$ cat src/rtl/lslf_pkg.sv
`default_nettype none
// ============================================================================
// lslf_pkg
// Shared constants, codes and controller/datapath interface types for the
// least-squares line fit core.
// ============================================================================
package lslf_pkg;

    localparam int DEF_MAX_SAMPLES = 1024;
    localparam int DEF_SAMPLE_BITS = 16;

    // Fixed field widths of the stream words.
    localparam int SAMPLE_W  = 16;
    localparam int S_TDATA_W = 2 * SAMPLE_W;
    localparam int COEF_W    = 48;
    localparam int R2_W      = 17;
    localparam int FRAC_W    = 16;
    localparam int R2_ONE    = 65536;
    localparam int M_TDATA_W = ((2 * COEF_W + R2_W + 7) / 8) * 8;
    localparam int STATUS_W  = 2;

    typedef enum logic [STATUS_W-1:0] {
        FIT_OK       = 2'd0,
        FIT_X_CONST  = 2'd1,
        FIT_Y_CONST  = 2'd2,
        FIT_OVERFLOW = 2'd3
    } fit_status_t;

    // Products formed by the shared serial multiplier, in issue order.
    typedef enum logic [3:0] {
        MUL_N_SXX,
        MUL_SX_SX,
        MUL_N_SYY,
        MUL_SY_SY,
        MUL_N_SXY,
        MUL_SX_SY,
        MUL_SXX_SY,
        MUL_SX_SXY,
        MUL_NXY_NXY,
        MUL_DX_DY
    } mul_sel_t;

    // Quotients formed by the shared serial divider.
    typedef enum logic [1:0] {
        DIV_SLOPE,
        DIV_ICPT,
        DIV_R2
    } div_sel_t;

    typedef struct packed {
        logic        mul_start;
        mul_sel_t    mul_sel;
        logic        div_start;
        div_sel_t    div_sel;
        logic        out_load;
        logic        sums_clear;
        fit_status_t code;
    } lslf_cmd_t;

    typedef struct packed {
        logic mul_done;
        logic div_done;
        logic dx_le_zero;
        logic dy_le_zero;
        logic overflow;
    } lslf_stat_t;

endpackage
`default_nettype wire

$ cat src/rtl/lslf_ctrl.sv
`default_nettype none
// ============================================================================
// lslf_ctrl
// Sequencer: accepts samples, then steps the multiplier and divider through
// the fit and hands the result word to the output register.
// ============================================================================
module lslf_ctrl (
    input  wire logic                  clk,
    input  wire logic                  rst_n,
    input  wire logic                  s_tvalid,
    input  wire logic                  s_tlast,
    output logic                       s_tready,
    output logic                       m_tvalid,
    input  wire logic                  m_tready,
    output lslf_pkg::lslf_cmd_t        cmd,
    input  wire lslf_pkg::lslf_stat_t  stat
);
    import lslf_pkg::*;

    typedef enum logic [2:0] {
        ST_ACCUM,
        ST_MUL,
        ST_DIV,
        ST_HOLD,
        ST_LOAD
    } state_t;

    state_t    state_reg;
    state_t    state_next;
    lslf_cmd_t cmd_reg;
    lslf_cmd_t cmd_next;
    logic      m_valid_reg;
    logic      m_valid_next;

    always_comb
    begin
        state_next          = state_reg;
        cmd_next            = cmd_reg;
        cmd_next.mul_start  = 1'b0;
        cmd_next.div_start  = 1'b0;
        cmd_next.out_load   = 1'b0;
        cmd_next.sums_clear = 1'b0;
        m_valid_next        = m_valid_reg && !m_tready;

        unique case (state_reg)
            ST_ACCUM:
            begin
                if (s_tvalid && s_tlast)
                begin
                    state_next         = ST_MUL;
                    cmd_next.mul_start = 1'b1;
                    cmd_next.mul_sel   = MUL_N_SXX;
                end
            end
            ST_MUL:
            begin
                if (stat.mul_done)
                begin
                    unique case (cmd_reg.mul_sel)
                        MUL_SX_SXY:
                        begin
                            if (stat.overflow)
                            begin
                                cmd_next.code = FIT_OVERFLOW;
                                state_next    = ST_HOLD;
                            end
                            else if (stat.dx_le_zero)
                            begin
                                cmd_next.code = FIT_X_CONST;
                                state_next    = ST_HOLD;
                            end
                            else
                            begin
                                cmd_next.mul_start = 1'b1;
                                cmd_next.mul_sel   = MUL_NXY_NXY;
                            end
                        end
                        MUL_DX_DY:
                        begin
                            state_next         = ST_DIV;
                            cmd_next.div_start = 1'b1;
                            cmd_next.div_sel   = DIV_SLOPE;
                        end
                        default:
                        begin
                            cmd_next.mul_start = 1'b1;
                            cmd_next.mul_sel   = mul_sel_t'(cmd_reg.mul_sel + 4'd1);
                        end
                    endcase
                end
            end
            ST_DIV:
            begin
                if (stat.div_done)
                begin
                    unique case (cmd_reg.div_sel)
                        DIV_SLOPE:
                        begin
                            cmd_next.div_start = 1'b1;
                            cmd_next.div_sel   = DIV_ICPT;
                        end
                        DIV_ICPT:
                        begin
                            if (stat.dy_le_zero)
                            begin
                                cmd_next.code = FIT_Y_CONST;
                                state_next    = ST_HOLD;
                            end
                            else
                            begin
                                cmd_next.div_start = 1'b1;
                                cmd_next.div_sel   = DIV_R2;
                            end
                        end
                        DIV_R2:
                        begin
                            cmd_next.code = FIT_OK;
                            state_next    = ST_HOLD;
                        end
                        default:
                        begin
                            state_next = ST_HOLD;
                        end
                    endcase
                end
            end
            ST_HOLD:
            begin
                // Wait until the output register is empty or emptying.
                if (!m_valid_reg || m_tready)
                begin
                    cmd_next.out_load   = 1'b1;
                    cmd_next.sums_clear = 1'b1;
                    state_next          = ST_LOAD;
                end
            end
            ST_LOAD:
            begin
                m_valid_next = 1'b1;
                state_next   = ST_ACCUM;
            end
            default:
            begin
                state_next = ST_ACCUM;
            end
        endcase
    end

    always_ff @(posedge clk or negedge rst_n)
    begin
        if (!rst_n)
        begin
            state_reg   <= ST_ACCUM;
            cmd_reg     <= '0;
            m_valid_reg <= 1'b0;
        end
        else
        begin
            state_reg   <= state_next;
            cmd_reg     <= cmd_next;
            m_valid_reg <= m_valid_next;
        end
    end

    assign s_tready = (state_reg == ST_ACCUM);
    assign m_tvalid = m_valid_reg;
    assign cmd      = cmd_reg;

endmodule
`default_nettype wire

$ cat config.mk
export PLATFORM = sky130hd
export DESIGN_NAME = lslf_ctrl
export DESIGN_NICKNAME = d
export VERILOG_FILES = /design/src/rtl/lslf_pkg.sv /design/src/rtl/lslf_ctrl.sv
export SDC_FILE = /design/constraint.sdc
export NUM_CORES = 1
export LEC_CHECK = 0
export ABC_AREA = 0
export BUFFER_PORTS_ARGS = -buffer_cell sky130_fd_sc_hd__buf_4
export CAP_MARGIN = 20
export CORE_ASPECT_RATIO = 1.1
export CORE_MARGIN = 5
export CORE_UTILIZATION = 53
export DETAILED_ROUTE_END_ITERATION = 7
export PLACE_DENSITY = 0.91
export SLEW_MARGIN = 20
export SYNTH_ARGS = -nofsm -noshare
export SYNTH_HDL_FRONTEND = slang
export SYNTH_SLANG_ARGS = --single-unit
$ cat constraint.sdc
create_clock -name clk -period 3.5 [get_ports clk]
set_input_delay 0.175 -clock clk [delete_from_list [all_inputs] [get_ports clk]]
set_output_delay 0.175 -clock clk [all_outputs]
set_load 0.005 [all_outputs]
# Yosys cells after proc, flatten, opt, wreduce, memory -nomap -nowiden
# Cells that the tools add are included.
dict set report op_classes {
  n_addsub 1
  n_eq_ne 25
  muxes 32
  reduce_logical 13
}
# op count
set op_table {}
lappend op_table {{$mux W3} 10}
lappend op_table {{$pmux W3 S2} 4}
lappend op_table {{$pmux W5 S2} 2}
lappend op_table {{$mux W2} 8}
lappend op_table {{$mux W5} 3}
lappend op_table {{$ne A3 B3 Y1 const B} 5}
lappend op_table {{$pmux W3 S4} 1}
lappend op_table {{$reduce_and A6 Y1} 2}
lappend op_table {{$ne A2 B2 Y1 const B} 5}
lappend op_table {{$mux W8} 1}
lappend op_table {{$pmux W2 S2} 2}
lappend op_table {{$reduce_and A8 Y1} 1}
lappend op_table {{$reduce_and A7 Y1} 1}
lappend op_table {{$eq A3 B2 Y1 const B} 2}
lappend op_table {{$ne A2 B1 Y1 const B} 3}
lappend op_table {{$ne A3 B2 Y1 const B} 2}
lappend op_table {{$add A4 B1 Y4 const B} 1}
lappend op_table {{$eq A4 B3 Y1 const B} 1}
lappend op_table {{$eq A4 B4 Y1 const B} 1}
lappend op_table {{$ne A4 B4 Y1 const B} 1}
lappend op_table {{$reduce_bool A2 Y1} 2}
lappend op_table {{$eq A3 B1 Y1 const B} 1}
lappend op_table {{$eq A3 B3 Y1 const B} 1}
lappend op_table {{$logic_not A3 Y1} 1}
lappend op_table {{other kinds (8)} 10}
dict set report word_totals {
  register_bits 16
  in_bits 10
  word_cells 80
}

# Depth between registers and ports, before layout
dict set report logic_depth {
  depth_word 5
  depth_mapped 6
  mapped_depth_nobuf 6
}

# Least setup slack after synthesis
# OpenSTA, ideal clock, no wires.
dict set report synth_path {
  kind {flip-flop to flip-flop}
  start {register state_reg[0]}
  end {register cmd_reg (netlist bit cmd[1])}
  t_arrival_ns 1.408
  path_slack_ns 1.967
  path_stages_with_launch 6
  path_buffers 1
  synth_period_minus_slack_ns 1.533
  path_cell_list {dfrtp_1 buf_2 or2b_4 nor2_1 mux2_2 mux2_2}
}
dict set report synth_via {
  elab_chain_cells 3
  elab_cells_between_ends 11
}
# item line
set synth_lines {}
lappend synth_lines {{start: declaration} lslf_ctrl.sv:28} ;# state_t state_reg;
lappend synth_lines {{start signal: assignment} lslf_ctrl.sv:159} ;# state_reg <= state_next;
lappend synth_lines {{$eq A3 B2 Y1 or $eq A3 B1 Y1 (tied branches)} lslf_ctrl.sv:45} ;# unique case (state_reg)
lappend synth_lines {{$ne A3 B2 Y1 (no source line), or another cell as far along} n/a}
lappend synth_lines {{$reduce_and A7 Y1 (no source line)} n/a}
lappend synth_lines {{end signal: assignment} lslf_ctrl.sv:160} ;# cmd_reg <= cmd_next;
lappend synth_lines {{end: declaration} lslf_ctrl.sv:30} ;# lslf_cmd_t cmd_reg;
# Parallel ways exist; a longest one is shown, timed or not.
# A chain may end at the register's enable or synchronous reset.

# Final worst setup path
dict set report layout_path {
  start {register state_reg[1]}
  end {register cmd_reg (netlist bit cmd[1])}
}
# Same word-level chain as after synthesis.

==> key figures <==
Run status
  • Outcome: finished clean

Routing
  • Antenna Nets Post-Route: 0
  • Routed WL: 1730 um
  • DRT Pass-1 Iters: 4
  • DRC violations left: 0
  • Vias per inst: 5.85
  • Vias: just over 700
  • Routed WL per cell: approximately 14 um
  • Violation count after the first detailed-routing iteration: 15

GRT
  • Number of global-route vias before repair: around 670
  • First-pass GRT wire length: about 2800 um
  • Initial antenna violation count: 0
  • Total Routing Usage GR: between 15 and 20%
  • Largest net degree at the start of global routing: 16
  • Total grt overflow: 0

Clock tree
  • CTS resizes: 0
  • Root Driver: clkbuf_4
  • Post-CTS Setup Repair Bufs: 0
  • Clk pin slew, worst setup/hold paths: approximately 80 ps
  • CTS tree: built
  • CTS Buf Count: 3
  • CTS max path bufs: 2
  • CTS Sinks: 15
  • CTS Hold Bufs: 1
  • Htree depth: 1
  • Worst-skew pair later-pin latency: ~280 ps

Worst setup path
  • Reg2Reg Depth: 4
  • Worst reg2reg setup slack: 1850 ps
  • Setup crit end: cmd[1]$_DFFE_PN0P_
  • Setup CP Type: reg -> reg
  • Start point of the critical path: state_reg[1]$_DFFE_PN0P_
  • Worst-path cell chain: or2b_4 -> nor2_1 -> mux2_2 -> mux2_2
  • Arrival time worst endpoint: around 1800 ps
  • Critical path startpoint category: flop
  • Most common cell on crit path: mux2_2
  • CP Data Required Time: approximately 3700 ps
  • Crit-path slowest cell: dfrtp_1
  • Slowest cell delay on critical path: around 520 ps
  • Stages on the worst setup path: 4
  • Buf+Inv Stages, Crit Path: 0
  • CP Max Fanout: 12
  • RR Endpoint: cmd[1]$_DFFE_PN0P_
  • CP endpoint kind: flop
  • R2R Path Start: state_reg[1]$_DFFE_PN0P_
  • Crit path max-delay family: multiplexers

Power and ir drop
  • Sw Ratio: 37.5%
  • Flop pwr share: a little over two fifths
  • Comb power frac: ~45%
  • Clock power share: about an eighth
  • Pleak: 0.484 nW
  • Peak VDD IR: roughly 0.37 mV
  • Switch Pwr: roughly 280 uW
  • Cell-internal power: about 470 uW
  • P per Cell Area: approximately 700 mW/mm^2

Floorplanning
  • Die Footprint: between 0.002 and 0.0025 sq mm
  • Chip Width: 48.0 um
  • IO Count: 24
  • Row count: 15
  • Initial Util: 54.7%
  • Core box area: 0.00154 sq mm
  • Die height: 51.8 um

Timing
  • Max Slew Vio Count: 0
  • Clock Skews: about 1.4 ps
  • Fin worst setup slack: about 1900 ps
  • Final Hold Vio Count: 0
  • Slew @ Worst Pin: between 300 and 400 ps
  • Setup TNS: 0 ps
  • Final setup vio count: 0
  • RSZ-0062 raised after global routing: false
  • Max Freq: a little over 0.6 GHz
  • Period Utilization, post-route: 47.1%
  • Slew Limit Headroom: roughly 77%
  • Min Tclk post-route: 1650 ps

Finish
  • Number of fill cells: ~130
  • Number of flip-flops in the largest register: 11
  • Final nets: 120
  • Share of cells above drive strength 1: 31.8%
  • # diodes: 0
  • P&R area growth vs syn: 23.6%

Placed design
  • DP HPWL: between 1000 and 1500 um
  • Post-place setup slack: between 1500 and 2000 ps
  • Routability cong.: roughly 0.83
  • IO Port Bufs: 23

Yosys
  • YS warnings: 0
  • Post-synthesis register bit count: 15
  • Syn nets: 95
  • Top post-synthesis cells by area: dfrtp_1, nand3_1, o21ai_0
  • Mean Syn Cell Area: a little over 10 sq um
  • Synth top area share: 44.6%
  • Sequential area share after synthesis: between 40 and 50%
  • Synth area leader: dfrtp_1
  • Post-Syn Area: about 840 sq um
  • Syn Inst Count: 83
  • Yosys cell types: 32

Min path
  • Min-Delay Path Class: in -> reg

Run
  • Maxcap violations: 0
cells in the mapped netlist, drive strengths merged:
library cell,count
inv,3
buf,4
o31a,1
o32ai,1
nor3,2
nand2b,2
and3b,1
and4bb,2
o311a,1
a22oi,1
nand2,5
nor3b,3
nand4b,1
o22ai,3
o21ai,6
dfrtp,15
a21oi,4
a211oi,1
and2,1
o211ai,1
o41ai,1
mux2,3
or2b,2
nor2,5
a22o,1
ha,2
nand3b,3
nand3,8
area by class of cell:
class / instances / area [sq um] / area share, %
tap: 17 / 21.3 / 2.04
inverter: 3 / 11.3 / 1.08
sequential: 15 / 375 / 36.1
timing repair buffer: 24 / 183 / 17.5
multi-input combinational: 61 / 424 / 40.7
clock buffer: 4 / 26.3 / 2.52
logic make-up after synthesis:
| kind of cell | share of synthesized area [%] |
|---|---|
| adders and majority gates | 2.97 |
| AOI/OAI and AO/OA | 17.7 |
| buffers and inverters | 5.05 |
| DFF | 44.6 |
| and+or+nand+nor | 25.3 |
| muxes | 4.46 |
power by group through the flow:
stage                     logic [mW]  clock network (mW)  registers [mW]
after floorplan                0.225                   0           0.297
after global placement         0.324                   0           0.314
after detailed placement       0.335                   0           0.318
after CTS                      0.336              0.0973           0.315
after global routing           0.375               0.103           0.332
final                          0.332              0.0943           0.317
cells in the final DEF, fill, tap and decap left out, types with 3 or more instances in the layout:
cell and instances:
o21ai_0 6, a21oi_1 4, buf_4 23, nand3b_1 3
nand2_1 5, nor3b_1 3, clkbuf_4 3, inv_1 3
o22ai_1 3, dfrtp_1 15, nor2_1 5, nand3_1 8
routing by layer:
metal / track usage [%] / part of all wire, %
met5: 0 / 0
met4: 4.04 / 1.3
met3: 3.11 / 4.6
met2: 25.8 / 48
met1: 21.0 / 46
how the worst min path moves through the flow:
stage	start	to	slack, ps	cells past startpoint
after global placement	rst_n	cmd[6]$_DFF_PN0_	40	1
after detailed placement	rst_n	state_reg[0]$_DFFE_PN0P_	40	1
after floorplan	rst_n	cmd[0]$_DFFE_PN0P_	-120	0
final	m_tready	m_tvalid$_DFF_PN0_	100	2
after global routing	m_tready	m_tvalid$_DFF_PN0_	110	2
after CTS	m_tready	m_tvalid$_DFF_PN0_	100	2
stage by stage:
step,total power [mW],hold WS [ps],util [%],instance area [sq um],instances
floorplan,0.522,-121,-,842,83
global placement,0.638,38.7,65.3,1000,119
detailed placement,0.653,36.4,65.3,1000,119
CTS,0.748,95.5,67.6,1040,124
global route,0.810,106,67.6,1040,124
finish,0.744,96.2,67.6,1040,124
Power figures use the tool's default switching activity.
